===== config.mk =====
export PLATFORM = sky130hd
export DESIGN_NAME = uid_allowlist_table_core
export DESIGN_NICKNAME = d
export VERILOG_FILES = /design/src/hw/rtl/uat_pkg.sv /design/src/hw/rtl/uid_allowlist_table_core.sv /design/src/hw/rtl/uat_ram.sv /design/src/hw/rtl/uat_seq.sv /design/src/hw/rtl/uat_outreg.sv
export VERILOG_INCLUDE_DIRS = /design/src /design/src/hw/rtl
export SDC_FILE = /design/constraint.sdc
export NUM_CORES = 1
export LEC_CHECK = 0
export BUFFER_PORTS_ARGS = -buffer_cell sky130_fd_sc_hd__buf_2
export CAP_MARGIN = 10
export CORE_MARGIN = 5
export CORE_UTILIZATION = 65
export CTS_CLUSTER_SIZE = 20
export DETAILED_ROUTE_END_ITERATION = 8
export PLACE_DENSITY_LB_ADDON = 0.2
export SKIP_LAST_GASP = 1
export SYNTH_ARGS = -nofsm -noshare
export SYNTH_HDL_FRONTEND = slang
export SYNTH_SLANG_ARGS = --single-unit

===== constraint.sdc =====
create_clock -name clk -period 7.19 [get_ports clk]
set_input_delay 0.3595 -clock clk [delete_from_list [all_inputs] [get_ports clk]]
set_output_delay 0.3595 -clock clk [all_outputs]
set_load 0.01 [all_outputs]

===== src/hw/rtl/uid_allowlist_table_core_macros.svh =====
// Assertion macros shared by the allowlist table RTL.
// Used by files that check their own sequencing; expects clk and rst in scope.
`ifndef UID_ALLOWLIST_TABLE_CORE_MACROS_SVH
`define UID_ALLOWLIST_TABLE_CORE_MACROS_SVH

// Same-cycle implication, disabled while reset is high.
`define UAT_ASSERT_NOW(label, ante, cons, msg) \
  label: assert property (@(posedge clk) disable iff (rst) (ante) |-> (cons)) \
    else $error(msg);

// Next-cycle implication, disabled while reset is high.
`define UAT_ASSERT_NEXT(label, ante, cons, msg) \
  label: assert property (@(posedge clk) disable iff (rst) (ante) |=> (cons)) \
    else $error(msg);

`endif


===== src/hw/rtl/uat_pkg.sv =====
// Shared types and codes for the identifier allowlist table.
// No dependencies; used by the sequencer, output stage and top level.
package uat_pkg;

  localparam int OP_W   = 2;
  localparam int ID_W   = 32;
  localparam int ST_W   = 2;
  localparam int USED_W = 5;

  // Operation codes; the unused code behaves as a check.
  localparam logic [OP_W-1:0] OP_CHECK  = 2'd0;
  localparam logic [OP_W-1:0] OP_ADD    = 2'd1;
  localparam logic [OP_W-1:0] OP_REMOVE = 2'd2;

  // Result status codes.
  localparam logic [ST_W-1:0] ST_DONE    = 2'd0;
  localparam logic [ST_W-1:0] ST_FULL    = 2'd1;
  localparam logic [ST_W-1:0] ST_PRESENT = 2'd2;
  localparam logic [ST_W-1:0] ST_ABSENT  = 2'd3;

  typedef struct packed {
    logic [USED_W-1:0] entries_used;
    logic [ST_W-1:0]   status;
    logic              found;
  } result_t;

endpackage


===== src/hw/rtl/uid_allowlist_table_core.sv =====
// Top level of the identifier allowlist table: storage, sequencer, output stage.
// Depends on uat_pkg, uat_ram, uat_seq and uat_outreg.
//
//  Channel  | Dir | Payload                                        | Meaning
//  ---------+-----+------------------------------------------------+--------------------
//  s_axis   | in  | tdata[1:0] op, [33:2] card_id, [39:34] zero    | one table operation
//  m_axis   | out | tdata[0] found, [2:1] status, [7:3] entries    | one result per item
//
// An item is searched by the one comparator, which visits n entries, where n is the
// match position plus one, or the count on a miss; its result then goes to the output register.
// A successful remove then moves the entries above the removed one down by one place
// through the storage's write and read ports; no entry moves when the last is removed.
// Reset (rst, synchronous) empties the table by clearing the count; no clearing pass.
// A stalled output holds one result in its register; one more item is taken, then input waits.

module uid_allowlist_table_core #(
  parameter int TABLE_DEPTH = 16
) (
  input  logic        clk,
  input  logic        rst,
  input  logic        s_axis_tvalid,
  output logic        s_axis_tready,
  input  logic [39:0] s_axis_tdata,  // [1:0] op, [33:2] card_id, [39:34] zero
  output logic        m_axis_tvalid,
  input  logic        m_axis_tready,
  output logic [7:0]  m_axis_tdata   // [0] found, [2:1] status, [7:3] entries_used
);

  // Address width covers the entries; count width also holds the full depth.
  localparam int AW = (TABLE_DEPTH > 1) ? $clog2(TABLE_DEPTH) : 1;
  localparam int CW = $clog2(TABLE_DEPTH + 1);

  logic                           mem_we;
  logic [AW-1:0]                  mem_waddr;
  logic [uat_pkg::ID_W-1:0]       mem_wdata;
  logic                           mem_re;
  logic [AW-1:0]                  mem_raddr;
  logic [uat_pkg::ID_W-1:0]       mem_rdata;
  logic                           res_valid;
  logic                           res_ready;
  uat_pkg::result_t               res;

  uat_ram #(
    .DEPTH (TABLE_DEPTH),
    .AW    (AW),
    .DW    (uat_pkg::ID_W)
  ) u_ram (
    .clk   (clk),
    .we    (mem_we),
    .waddr (mem_waddr),
    .wdata (mem_wdata),
    .re    (mem_re),
    .raddr (mem_raddr),
    .rdata (mem_rdata)
  );

  // The sequencer owns the count and steps the comparator over the stored entries.
  uat_seq #(
    .TABLE_DEPTH (TABLE_DEPTH),
    .AW          (AW),
    .CW          (CW)
  ) u_seq (
    .clk       (clk),
    .rst       (rst),
    .in_valid  (s_axis_tvalid),
    .in_ready  (s_axis_tready),
    .in_op     (s_axis_tdata[1:0]),
    .in_key    (s_axis_tdata[33:2]),
    .mem_we    (mem_we),
    .mem_waddr (mem_waddr),
    .mem_wdata (mem_wdata),
    .mem_re    (mem_re),
    .mem_raddr (mem_raddr),
    .mem_rdata (mem_rdata),
    .res_valid (res_valid),
    .res_ready (res_ready),
    .res       (res)
  );

  // The result register decouples the sequencer from a stalled consumer.
  uat_outreg u_outreg (
    .clk           (clk),
    .rst           (rst),
    .res_valid     (res_valid),
    .res_ready     (res_ready),
    .res           (res),
    .m_axis_tvalid (m_axis_tvalid),
    .m_axis_tready (m_axis_tready),
    .m_axis_tdata  (m_axis_tdata)
  );

endmodule


===== src/hw/rtl/uat_ram.sv =====
// Identifier storage: one write port and one read port with registered data.
// No package dependency; instantiated by the top level.
module uat_ram #(
  parameter int DEPTH = 16,
  parameter int AW    = 4,
  parameter int DW    = 32
) (
  input  logic          clk,
  input  logic          we,
  input  logic [AW-1:0] waddr,
  input  logic [DW-1:0] wdata,
  input  logic          re,
  input  logic [AW-1:0] raddr,
  output logic [DW-1:0] rdata
);

  logic [DW-1:0] mem [DEPTH];

  always_ff @(posedge clk) begin
    if (we) begin
      mem[waddr] <= wdata;
    end
  end

  always_ff @(posedge clk) begin
    if (re) begin
      rdata <= mem[raddr];
    end
  end

endmodule


===== src/hw/rtl/uat_seq.sv =====
// Sequencer for the allowlist table: linear search with one shared comparator,
// append on add and shift-down on remove. Depends on uat_pkg and the macros.
`include "uid_allowlist_table_core_macros.svh"

module uat_seq #(
  parameter int TABLE_DEPTH = 16,
  parameter int AW = 4,
  parameter int CW = 5
) (
  input  logic                        clk,
  input  logic                        rst,
  input  logic                        in_valid,
  output logic                        in_ready,
  input  logic [uat_pkg::OP_W-1:0]    in_op,
  input  logic [uat_pkg::ID_W-1:0]    in_key,
  output logic                        mem_we,
  output logic [AW-1:0]               mem_waddr,
  output logic [uat_pkg::ID_W-1:0]    mem_wdata,
  output logic                        mem_re,
  output logic [AW-1:0]               mem_raddr,
  input  logic [uat_pkg::ID_W-1:0]    mem_rdata,
  output logic                        res_valid,
  input  logic                        res_ready,
  output uat_pkg::result_t            res
);

  typedef enum logic [2:0] {
    S_IDLE,
    S_SEARCH,
    S_DECIDE,
    S_SHIFT,
    S_RESULT
  } state_t;

  state_t                    state;
  logic [uat_pkg::OP_W-1:0]  op;
  logic [uat_pkg::ID_W-1:0]  key;
  logic [CW-1:0]             count;
  logic [CW-1:0]             rd_idx;
  logic                      cmp_v;
  logic [AW-1:0]             cmp_idx;
  logic                      hit;
  logic [AW-1:0]             pos;
  logic [CW-1:0]             sh_rd;
  logic                      wr_v;
  logic [AW-1:0]             wr_addr;
  logic [uat_pkg::ST_W-1:0]  status;

  logic match;
  logic full;

  // The one comparator, fed by the registered read of the entry under test.
  assign match = cmp_v && (mem_rdata == key);
  assign full  = (count == CW'(TABLE_DEPTH));

  assign in_ready  = (state == S_IDLE);
  assign res_valid = (state == S_RESULT);
  assign res.found        = hit;
  assign res.status       = status;
  assign res.entries_used = uat_pkg::USED_W'(count);

  always_comb begin
    mem_we    = 1'b0;
    mem_waddr = count[AW-1:0];
    mem_wdata = key;
    mem_re    = 1'b0;
    mem_raddr = rd_idx[AW-1:0];
    unique case (state)
      S_SEARCH: begin
        mem_re = !match && (rd_idx != count);
      end
      S_DECIDE: begin
        mem_we = (op == uat_pkg::OP_ADD) && !full && !hit;
      end
      S_SHIFT: begin
        mem_we    = wr_v;
        mem_waddr = wr_addr;
        mem_wdata = mem_rdata;
        mem_re    = (sh_rd != count);
        mem_raddr = sh_rd[AW-1:0];
      end
      default: begin
      end
    endcase
  end

  always_ff @(posedge clk) begin
    if (rst) begin
      state <= S_IDLE;
      count <= '0;
      cmp_v <= 1'b0;
      wr_v  <= 1'b0;
    end else begin
      unique case (state)
        S_IDLE: begin
          if (in_valid) begin
            op     <= in_op;
            key    <= in_key;
            rd_idx <= '0;
            cmp_v  <= 1'b0;
            state  <= S_SEARCH;
          end
        end
        S_SEARCH: begin
          if (match) begin
            hit   <= 1'b1;
            pos   <= cmp_idx;
            cmp_v <= 1'b0;
            state <= S_DECIDE;
          end else if (rd_idx == count) begin
            hit   <= 1'b0;
            cmp_v <= 1'b0;
            state <= S_DECIDE;
          end else begin
            cmp_v   <= 1'b1;
            cmp_idx <= rd_idx[AW-1:0];
            rd_idx  <= rd_idx + CW'(1);
          end
        end
        S_DECIDE: begin
          case (op)
            uat_pkg::OP_ADD: begin
              state <= S_RESULT;
              if (full) begin
                status <= uat_pkg::ST_FULL;
              end else if (hit) begin
                status <= uat_pkg::ST_PRESENT;
              end else begin
                count  <= count + CW'(1);
                status <= uat_pkg::ST_DONE;
              end
            end
            uat_pkg::OP_REMOVE: begin
              if (hit) begin
                sh_rd <= CW'(pos) + CW'(1);
                wr_v  <= 1'b0;
                state <= S_SHIFT;
              end else begin
                status <= uat_pkg::ST_ABSENT;
                state  <= S_RESULT;
              end
            end
            default: begin
              status <= hit ? uat_pkg::ST_DONE : uat_pkg::ST_ABSENT;
              state  <= S_RESULT;
            end
          endcase
        end
        S_SHIFT: begin
          if (sh_rd != count) begin
            wr_v    <= 1'b1;
            wr_addr <= AW'(sh_rd - CW'(1));
            sh_rd   <= sh_rd + CW'(1);
          end else begin
            wr_v <= 1'b0;
            if (!wr_v) begin
              count  <= count - CW'(1);
              status <= uat_pkg::ST_DONE;
              state  <= S_RESULT;
            end
          end
        end
        S_RESULT: begin
          if (res_ready) begin
            state <= S_IDLE;
          end
        end
        default: begin
          state <= S_IDLE;
        end
      endcase
    end
  end

  `UAT_ASSERT_NOW(a_count_bound, 1'b1, count <= CW'(TABLE_DEPTH), "count above table depth")
  `UAT_ASSERT_NOW(a_no_write_search, state == S_IDLE || state == S_SEARCH, !mem_we, "write during search")
  `UAT_ASSERT_NEXT(a_search_holds_count, state == S_SEARCH, count == $past(count), "count moved in search")
  `UAT_ASSERT_NEXT(a_accept_starts, in_valid && in_ready, state == S_SEARCH, "accepted item not searched")

endmodule


===== src/hw/rtl/uat_outreg.sv =====
// Output register for result items, so a waiting result does not hold back input.
// Depends on uat_pkg for the result type.
module uat_outreg (
  input  logic             clk,
  input  logic             rst,
  input  logic             res_valid,
  output logic             res_ready,
  input  uat_pkg::result_t res,
  output logic             m_axis_tvalid,
  input  logic             m_axis_tready,
  output logic [7:0]       m_axis_tdata
);

  uat_pkg::result_t held;

  assign res_ready    = !m_axis_tvalid || m_axis_tready;
  assign m_axis_tdata = held;

  always_ff @(posedge clk) begin
    if (rst) begin
      m_axis_tvalid <= 1'b0;
    end else if (res_ready) begin
      m_axis_tvalid <= res_valid;
      if (res_valid) begin
        held <= res;
      end
    end
  end

endmodule

# ---- Word-level counts from Yosys, hierarchy flattened
# Memory sizes are Yosys's and may differ from the RTL's. A register that Yosys moved wholly into a read port is not among the register bits.
# Index checks and enable logic that the tools add are counted.
dict set report word_totals {
  regBits 78
  latch_bits 0
  ram_bits 512
  mem_bits_ro 0
  in_bits 44
  output_inout_bits 10
  elab_cells 125
  memories 1
}
dict set report op_classes {
  n_addsub 6
  mul 0
  n_div 0
  magnitude_cmp 0
  eq_ne 25
  n_shift 0
  mux 47
  bitwise_logic 3
  reduce_logical 26
}
# name depth word_bits rd rd_clocked_by_memory_dff wr line
set mem_list {}
lappend mem_list {u_ram.mem 16 32 1 1 1 uat_ram.sv:17} ;# logic [DW-1:0] mem [DEPTH];
# cell n
set ops {}
lappend ops {{$mux W5} 11}
lappend ops {{$eq A32 B32 Y1} 1}
lappend ops {{$mux W32} 1}
lappend ops {{$pmux W5 S2} 3}
lappend ops {{$mux W3} 8}
lappend ops {{$reduce_and A5 Y1} 4}
lappend ops {{$reduce_and A3 Y1} 6}
lappend ops {{$ne A2 B2 Y1 const B} 8}
lappend ops {{$add A5 B1 Y5 const B} 3}
lappend ops {{$pmux W3 S5} 1}
lappend ops {{$mux W2} 6}
lappend ops {{$ne A5 B5 Y1} 2}
lappend ops {{$mux W1} 9}
lappend ops {{$mux W4} 2}
lappend ops {{$ne A2 B1 Y1 const B} 4}
lappend ops {{$pmux W1 S2} 4}
lappend ops {{$pmux W2 S2} 2}
lappend ops {{$eq A3 B2 Y1 const B} 2}
lappend ops {{$reduce_and A6 Y1} 1}
lappend ops {{$reduce_bool A2 Y1} 3}
lappend ops {{$add A4 B1 Y5 const B} 1}
lappend ops {{$eq A5 B5 Y1} 1}
lappend ops {{$eq A5 B5 Y1 const B} 1}
lappend ops {{$sub A5 B1 Y5 const B} 1}
lappend ops {{other kinds (14)} 22}

# ---- Logic depth before layout (Yosys ltp)
# Gate-level depths: netlist of run 1.
dict set report depth {
  word_depth 7
  ltp_mapped 12
  depth_no_buf 8
}

# ---- Modules after synthesis
# A second synthesis of run 1 with hierarchy kept.
dict set report hier_totals {
  hier_cells 1258
  area_unflattened_um2 24360.9
}
# module n_inst cells_per_inst area_per_inst_um2 seq_area_each_um2
set by_module_without_submodules {}
lappend by_module_without_submodules {uat_ram 1 838 20156.8 16335.7}
lappend by_module_without_submodules {uat_seq 1 407 3908.7 1971.9}
lappend by_module_without_submodules {uat_outreg 1 13 295.3 260.2}

# ---- Worst setup path before layout of run 1
# Ideal clock, no wire load.
dict set report synth_timing {
  kind {reg2reg}
  from {reg u_seq.count[3]}
  to {reg u_ram.rdata[0], read port of u_ram.mem, enable pin}
  setup_time_ns 0.466
  arrival_ns 3.286
  t_required_ns 6.724
  slack_ns 3.438
  stages_incl_launch_ff 7
  n_path_buf 1
  period_less_slack_ns 3.752
  path_cell_list {dfxtp_1 clkbuf_1 xor2_1 nor3_1 nand3_1 nand2_1 o21ai_0}
}
dict set report synth_between {
  elab_chain_cells 3
  word_cells_on_any_way 4
  cone_classes {eq/ne: 2; mux: 1; reduce/logical: 1}
}
# element line
set synth_lines {}
lappend synth_lines {{from (decl)} uat_seq.sv:38} ;# logic [CW-1:0] count;
lappend synth_lines {{from (signal assigned)} uat_seq.sv:129} ;# count <= count + CW'(1);
lappend synth_lines {{from (signal assigned)} uat_seq.sv:157} ;# count <= count - CW'(1);
lappend synth_lines {{$ne A5 B5 Y1} uat_seq.sv:70} ;# mem_re = !match && (rd_idx != count);
lappend synth_lines {{$logic_and A1 B1 Y1} uat_seq.sv:70}
lappend synth_lines {{$pmux W1 S2 *} uat_seq.sv:68} ;# unique case (state)
lappend synth_lines {{net mem_re} uid_allowlist_table_core.sv:36} ;# logic mem_re;
lappend synth_lines {{to (decl)} uat_ram.sv:14} ;# output logic [DW-1:0] rdata
# The timed path passes the listed nets; every way through them passes the cells marked *.
# A chain may end at the register's enable or synchronous reset.

# ---- Final worst setup path of run 1
dict set report layout_timing {
  from {reg u_seq.state[0]}
  to {reg u_ram.rdata[14], read port of u_ram.mem (data pin)}
}
dict set report layout_between {
  elab_chain_cells 2
  word_cells_on_any_way 4
  cone_classes {eq/ne: 2; mux: 2}
}
# element line
set layout_lines {}
lappend layout_lines {{from (decl)} uat_seq.sv:35} ;# state_t state;
lappend layout_lines {{from (signal assigned)} uat_seq.sv:89} ;# state <= S_IDLE;
lappend layout_lines {{from (signal assigned)} uat_seq.sv:101} ;# state <= S_SEARCH;
lappend layout_lines {{from (signal assigned)} uat_seq.sv:109} ;# state <= S_DECIDE;
lappend layout_lines {{$eq A3 B2 Y1 or $eq A3 B1 Y1 (tied branches)} uat_seq.sv:68}
lappend layout_lines {{$pmux W1 S2 or $mux W4 (tied branches)} uat_seq.sv:68}
# Several ways; a longest one is shown, not always the timed one.

==> out/metrics.csv, run 1 <==
stage;metric;value;unit
clocking;buffer type at the clock tree root;clkbuf_16;
layout;register area;0.01857;mm²
layout;ant diodes;0;
sta;setup TNS after final layout;0;ns
synthesis;count leader, synth;edfxtp_1;
synthesis;Synth area leader;edfxtp_1;
placed_design;post-detail-place hpwl;27710;µm
worst_setup_path;critical path startpoint category;flop;
clocking;CTS H-Tree Depth;2;
synthesis;Mapped Area;0.02449;mm²
floorplan;die height;204.1;µm
worst_setup_path;worst endpoint required time;7.53;ns
layout;Finished Layout Cells;2103;
synthesis;synth warn;0;
worst_setup_path;worst path cell trace;nand3b_4 > inv_2 > buf_4 > mux2i_4 > nor2_1 > nand2_2 > o22ai_1 > or4_1;
sta;relative slew slack;20.39;%
sta;RSZ-0062 raised after global routing;false;
synthesis;Cell variety after synth;49;
floorplan;die area;0.04165;mm²
routing;DR iter-0 viols;1283;
clocking;Reg clk slew, reported paths;0.06;ns
clocking;clk sinks;622;
placed_design;I/O Buffers;47;
pwr;Max VDD drop;0.0002544;V
sta;Tmin final;4.774;ns
synthesis;syn_nets;1503;
placed_design;Inst Count DP;1962;
global_routing;first-pass GRT wire length;80270;µm
global_routing;Overflow after GRT;0;
clocking;post-CTS setup buffer count;0;
layout;Filler Cells Inserted;2205;
routing;drt first pass iters;5;
clocking;cts bufs inserted;58;
worst_setup_path;critical path type;reg2reg;
floorplan;Starting Density;65.47;%
pwr;Leak;9.990;nW
synthesis;Post-synth top cells;edfxtp_1 (611), mux2i_1 (259), o22ai_1 (129);
worst_setup_path;crit path max fanout;58;
worst_setup_path;Worst Path Arrival;5.11;ns
floorplan;Rows;71;
layout;Final Core Density;74.04;%
sta;final period utilization;66.39;%
clocking;CTS tree;built;
routing;DRC;0;
worst_setup_path;slowest stage delay, CP;0.83;ns
synthesis;post-synthesis async set-or-reset flop share;0;%
clocking;latest clock arrival within the worst-skew pair;0.61;ns
sta;Fmax achieved;0.2095;GHz
outcome;status;finished, final reports clean;
sta;Final Skew;0.01624;ns
layout;Syn-to-layout area delta;13.08;%
routing;DR WL/cell;26.07;µm
pwr;PwrDens;347.4;mW/mm²
synthesis;syn avg cell area;16.89;µm²
synthesis;synth top area cells;edfxtp_1 (75%), mux2i_1 (11%), o22ai_1 (3.3%);
synthesis;EDFF count, synth;611;
job;Max-cap violations;0;
worst_setup_path;Crit. End Element;flop;
layout;fin area;0.02769;mm²
layout;Net count, final;1598;
sta;Slew Viols, Final;0;
routing;antenna viol nets, final;0;
sta;Final Setup Violations;0;
placed_design;placed cell areas;0.02539;mm²
layout;footprint of the multi-input gates;0.005649;mm²
floorplan;DIE WIDTH;204.1;µm
placed_design;RePlAce Congestion;0.7736;
synthesis;Yosys reg bits;622;
floorplan;Core Area;0.03740;mm²
sta;Worst Max-Slew Pin Slew;1.193;ns
floorplan;# IOs;54;
global_routing;pin count of the biggest net entering global routing;116;
global_routing;GR Util All Layers;26.21;%
routing;Total Wirelength;54820;µm
synthesis;Seq/Total Area, Yosys;75.83;%
synthesis;top_reg_cell synth;edfxtp_1;
clocking;clock buffer depth;3;
routing;Via Count;13235;
layout;layout cell share with drive strength beyond 1;12.31;%
global_routing;vias in the first global route;13072;
synthesis;Synth top area share;74.93;%
sta;Hold Vio Cnt, Final;0;
synthesis;Post-Syn Instances;1450;
global_routing;initial antenna violation count;1;
routing;via/cell ratio;6.293;
worst_setup_path;CP max stage cell;nand2_2;
sta;WHS;0.1064;ns
min_path;Min-Delay Path Class;in2reg;
[power by group]
| group | switching (mW) | internal, mW | leakage (nW) | total, mW |
|---|---|---|---|---|
| registers | 0.132 | 4.40 | 5.61 | 4.53 |
| logic | 1.24 | 0.704 | 3.41 | 1.94 |
| clock network | 1.29 | 1.86 | 0.963 | 3.15 |
[cell families (layout without fill, tap and decap cells)]
logic type,after synthesis,after routing,share of synthesized area [%]
AO/OA/AOI/OAI,173,173,4.425
XOR/XNOR,54,54,1.931
adder cells (fa/ha/maj),9,9,0.4905
buffers and inverters,90,232,1.768
flip-flops,622,622,75.83
multiplexers,260,260,10.68
AND/OR/NAND/NOR,242,242,4.880
[flip-flops by register name (all words and copies together) (netlist names), 5 cells and up]
signal,count
u_outreg.m_axis_tdata,8
u_ram.mem,512
u_ram.rdata,32
u_seq.count,5
u_seq.key,32
u_seq.rd_idx,5
u_seq.sh_rd,5
[final timing paths]
path	from	slack (ns)	cells after the start	endpoint
worst max-delay path	u_seq.state[0]$_SDFFE_PP0P_	2.42	8	u_ram.rdata[14]$_DFFE_PP_
worst min-delay path	m_axis_tready	0.11	4	u_outreg.m_axis_tvalid$_SDFFE_PP0N_
worst max register to register	u_seq.state[0]$_SDFFE_PP0P_	2.42	8	u_ram.rdata[14]$_DFFE_PP_
worst min register to register	u_seq.status[1]$_SDFFCE_PP0P_	0.42	0	u_outreg.m_axis_tdata[2]$_DFFE_PP_
[repair_timing]
action | in CTS | in global routing
resized for setup | 0 | 0
hold endpoints to repair | 34 | 0
hold buffers | 34 | 0
[placed cells by master (no fill, tap or decap), types with 2 or more instances in the layout]
master and instances:
nand4b_1 2, nand2b_1 2, nand3_2 4, nor4_1 7, dfxtp_1 11, mux2i_1 259, inv_1 14, o31ai_1 2
a21o_1 6, buf_2 47, clkbuf_16 61, a21oi_1 16, nand3b_1 2, nand4_1 3, a31oi_1 2, or3_1 3
xor2_1 44, clkinv_2 12, nor2_2 3, dlygate4sd3_1 34, a211oi_1 2, nand2_1 106, edfxtp_1 611, nor3b_1 5
xnor2_1 10, buf_4 27, o21ai_0 7, nand3_1 9, nand2_2 4, nor2_1 25, buf_12 2, nor3_1 12
clkbuf_1 9, nor2_4 17, o22ai_1 129, clkinv_1 14, bufinv_16 9, ha_1 8, or4_1 32
[per-layer routing]
layer / part of all wire (%) / wire [µm] / track usage, %
met5: 0.024 / 13 / 0
met3: 7.9 / 4318 / 4.649
met4: 2.6 / 1406 / 7.992
met1: 40 / 22150 / 36.44
met2: 49 / 26930 / 43.29
[critical path, delay by kind of cell, from the launching register on]
| family | cells | cell delay [ns] |
|---|---|---|
| flip-flops | 1 | 0.59 |
| AO/OA/AOI/OAI | 1 | 0.26 |
| buffers and inverters | 2 | 0.83 |
| AND/OR/NAND/NOR | 4 | 2.32 |
| multiplexers | 1 | 0.45 |
[final cells by class]
| type | instances | share of cell area (%) |
|---|---|---|
| clock buffer | 70 | 5.635 |
| timing repair buffer | 110 | 2.955 |
| tap | 511 | 2.309 |
| inverter | 15 | 0.2033 |
| sequential | 622 | 67.06 |
| multi-input combinational | 738 | 20.40 |
| clock inverter | 37 | 1.441 |
[per-stage QoR]
stage	total power, mW	setup WS (ns)
2_1_floorplan	5.972	3.438
3_3_place_gp	6.458	2.547
3_5_place_dp	6.510	2.478
4_1_cts	9.627	2.440
5_1_grt	9.964	2.241
6_report	9.620	2.416
Power figures use the tool's default switching activity.
==> inputs of run 2 (changes only) <==
--- a/config.mk
+++ b/config.mk
@@ -9,7 +9,7 @@
 export BUFFER_PORTS_ARGS = -buffer_cell sky130_fd_sc_hd__buf_2
 export CAP_MARGIN = 10
 export CORE_MARGIN = 5
-export CORE_UTILIZATION = 65
+export CORE_UTILIZATION = 56
 export CTS_CLUSTER_SIZE = 20
 export DETAILED_ROUTE_END_ITERATION = 8
 export PLACE_DENSITY_LB_ADDON = 0.2
==> constraint.sdc (replaced) <==
create_clock -name clk -period 3.8 [get_ports clk]
set_input_delay 0.19 -clock clk [delete_from_list [all_inputs] [get_ports clk]]
set_output_delay 0.19 -clock clk [all_outputs]
set_load 0.01 [all_outputs]
==> run 2 against run 1 <==
Non-clock buffer count grew 34. Sequential share of layout area shrank 0.77 points. Final cell count grew 5.1%. Routed wire length grew 1.3%. Critical endpoint is now u_ram.rdata[5]$_DFFE_PP_. Setup slack lost 1.9 ns. Total power grew 86%. First-iteration DRC count shrank 16%. Flip-flop and latch count is the same. Largest cell class unchanged. Count of clock-buffer cells in the layout grew 16. Final area grew 1.2%. Global-route usage shrank 2.7 points. Worst hold slack lost 0.068 ns.
==> out/metrics.csv, run 2 (synthesis results as in run 1) <==
stage;metric;value;unit
clocking;buffer type at the clock tree root;clkbuf_16;
layout;Net count, final;1633;
pwr;Comb pwr share;21.5;%
worst_setup_path;R2R Path End;u_ram.rdata[5]$_DFFE_PP_;
routing;Total Wirelength;55500;µm
global_routing;GR Util All Layers;23.49;%
worst_setup_path;CP max stage cell;dfxtp_1;
layout;ant diodes;0;
sta;Final Skew;0.03461;ns
min_path;worst hold start;s_axis_tvalid;
min_path;Hold Crit Depth;4;
sta;Worst Max-Slew Pin Slew;1.066;ns
routing;via/cell ratio;5.976;
layout;fin area;0.02801;mm²
layout;most common cell after layout, fill and taps aside;edfxtp_1;
clocking;latest clock arrival within the worst-skew pair;0.64;ns
clocking;clk sinks;622;
global_routing;pin count of the biggest net entering global routing;58;
pwr;Leak;10.11;nW
pwr;Int Pwr;12.87;mW
layout;commonest cells after routing, fill and taps aside;edfxtp_1 (611), mux2i_1 (259), o22ai_1 (129);
floorplan;Starting Density;56.72;%
sta;Fmax achieved;0.3009;GHz
global_routing;Overflow after GRT;0;
layout;Filler Cells Inserted;3028;
clocking;CTS H-Tree Depth;2;
sta;RSZ-0062 raised after global routing;false;
layout;Top reg by flops;u_ram.mem;
clocking;PostCTS Resize Cnt;0;
routing;drt first pass iters;5;
floorplan;DIE WIDTH;219.1;µm
pwr;Net Switching;5.067;mW
worst_setup_path;path depth of the worst reg2reg path;8;
routing;Via Count;13214;
sta;setup TNS after final layout;0;ns
routing;DR iter-0 viols;1081;
floorplan;die height;219.1;µm
floorplan;Rows;76;
worst_setup_path;slowest stage delay, CP;0.58;ns
routing;antenna viol nets, final;0;
sta;relative slew slack;28.94;%
worst_setup_path;critical path type;reg2reg;
min_path;hold path endpoint;u_seq.cmp_v$_SDFFE_PP0P_;
pwr;power share of the clock group;30.6;%
layout;Largest regs;u_ram.mem (512), u_ram.rdata (32), u_seq.key (32);
floorplan;Core Area;0.04317;mm²
sta;Tmin final;3.323;ns
layout;Syn-to-layout area delta;14.39;%
routing;DRC;0;
sta;Slew Viols, Final;0;
pwr;Max VDD drop;0.0005434;V
worst_setup_path;worst endpoint required time;4.15;ns
placed_design;post-detail-place hpwl;31530;µm
layout;layout cell share with drive strength beyond 1;13.41;%
sta;Final Setup Violations;0;
worst_setup_path;reg2reg setup slack;0.48;ns
pwr;sequential group share of total power;47.9;%
sta;final period utilization;87.46;%
sta;Final WS setup;0.4765;ns
worst_setup_path;critical path startpoint category;flop;
routing;DR WL/cell;25.10;µm
clocking;Reg clk slew, reported paths;0.06;ns
pwr;Power Total;17.94;mW
placed_design;pre-CTS setup slack;0.5282;ns
min_path;Min-Delay Path Class;in2reg;
worst_setup_path;worst path cell trace;nand3b_4 > inv_2 > mux2i_4 > nor2_1 > nand2_2 > buf_12 > o22ai_1 > or4_1;
global_routing;vias in the first global route;13296;
placed_design;I/O Buffers;47;
global_routing;initial antenna violation count;0;
outcome;status;finished, final reports clean;
job;Max-cap violations;0;
worst_setup_path;Worst Path Arrival;3.67;ns
pwr;PwrDens;640.5;mW/mm²
sta;Hold Vio Cnt, Final;0;
sta;WHS;0.03840;ns
layout;Largest register FFs;512;
worst_setup_path;crit path max fanout;23;
clocking;cts bufs inserted;59;
clocking;clock buffer depth;3;
clocking;post-CTS setup buffer count;0;
floorplan;# IOs;54;
worst_setup_path;FF-to-FF Start;u_seq.state[0]$_SDFFE_PP0P_;
placed_design;RePlAce Congestion;0.8000;
clocking;Hold Buf Count CTS;36;
clocking;CTS tree;built;
global_routing;first-pass GRT wire length;83250;µm
worst_setup_path;CP delay by family, top;simple AND/OR/NAND/NOR gates;
placed_design;placed cell areas;0.02586;mm²
worst_setup_path;CP bufs+invs;2;
worst_setup_path;Crit. End Element;flop;
floorplan;die area;0.04801;mm²
pwr;switching share of power;28.24;%
[run 2: worst max path at each step]
stage	from	endpoint	slack, ns	cells after the start
final	u_seq.state[0]$_SDFFE_PP0P_	u_ram.rdata[5]$_DFFE_PP_	0.48	8
after global routing	u_seq.state[0]$_SDFFE_PP0P_	u_ram.rdata[12]$_DFFE_PP_	0.34	8
after CTS	u_seq.state[0]$_SDFFE_PP0P_	u_ram.mem[15][13]$_DFFE_PP_	0.51	7
after detailed placement	u_seq.state[0]$_SDFFE_PP0P_	u_ram.rdata[18]$_DFFE_PP_	0.53	8
after global placement	u_seq.state[0]$_SDFFE_PP0P_	u_ram.mem[15][16]$_DFFE_PP_	0.63	7
after floorplan	u_seq.count[3]$_SDFFE_PP0P_	u_ram.rdata[0]$_DFFE_PP_	0.05	6
[run 2: stage by stage]
step	instances	util [%]
global placement	2068	59.90
finish	2211	64.89
detailed placement	2068	59.90
global route	2211	64.89
floorplan	1450	-
CTS	2211	64.89
[run 2: per-layer routing]
metal	routed length, µm	track usage (%)
met1	23170	32.76
met2	26640	37.70
met3	4035	4.608
met4	1656	7.976
met5	0	0
[run 2: worst reg2reg max path, delay by kind of cell (launching register included)]
| kind | cells | cell delay (ns) |
|---|---|---|
| simple gates | 4 | 1.26 |
| compound gates | 1 | 0.13 |
| mux | 1 | 0.41 |
| buf+inv | 2 | 0.66 |
| flops | 1 | 0.58 |
[run 2: layout make-up]
type | instances | area, µm² | area share (%)
sequential | 622 | 18570 | 66.29
timing repair buffer | 144 | 1216 | 4.342
clock buffer | 86 | 1578 | 5.632
inverter | 15 | 56.30 | 0.2010
clock inverter | 21 | 212.7 | 0.7593
multi-input combinational | 738 | 5649 | 20.17
tap | 585 | 732.0 | 2.613
[run 2: power groups by stage]
| stage | combinational, mW | sequential [mW] | clock (mW) |
|---|---|---|---|
| finish | 3.85 | 8.60 | 5.50 |
| global route | 4.12 | 8.63 | 5.91 |
| CTS | 3.84 | 8.60 | 5.61 |
| detailed placement | 3.80 | 8.74 | 0 |
| global placement | 3.73 | 8.73 | 0 |
| floorplan | 2.67 | 8.63 | 0 |
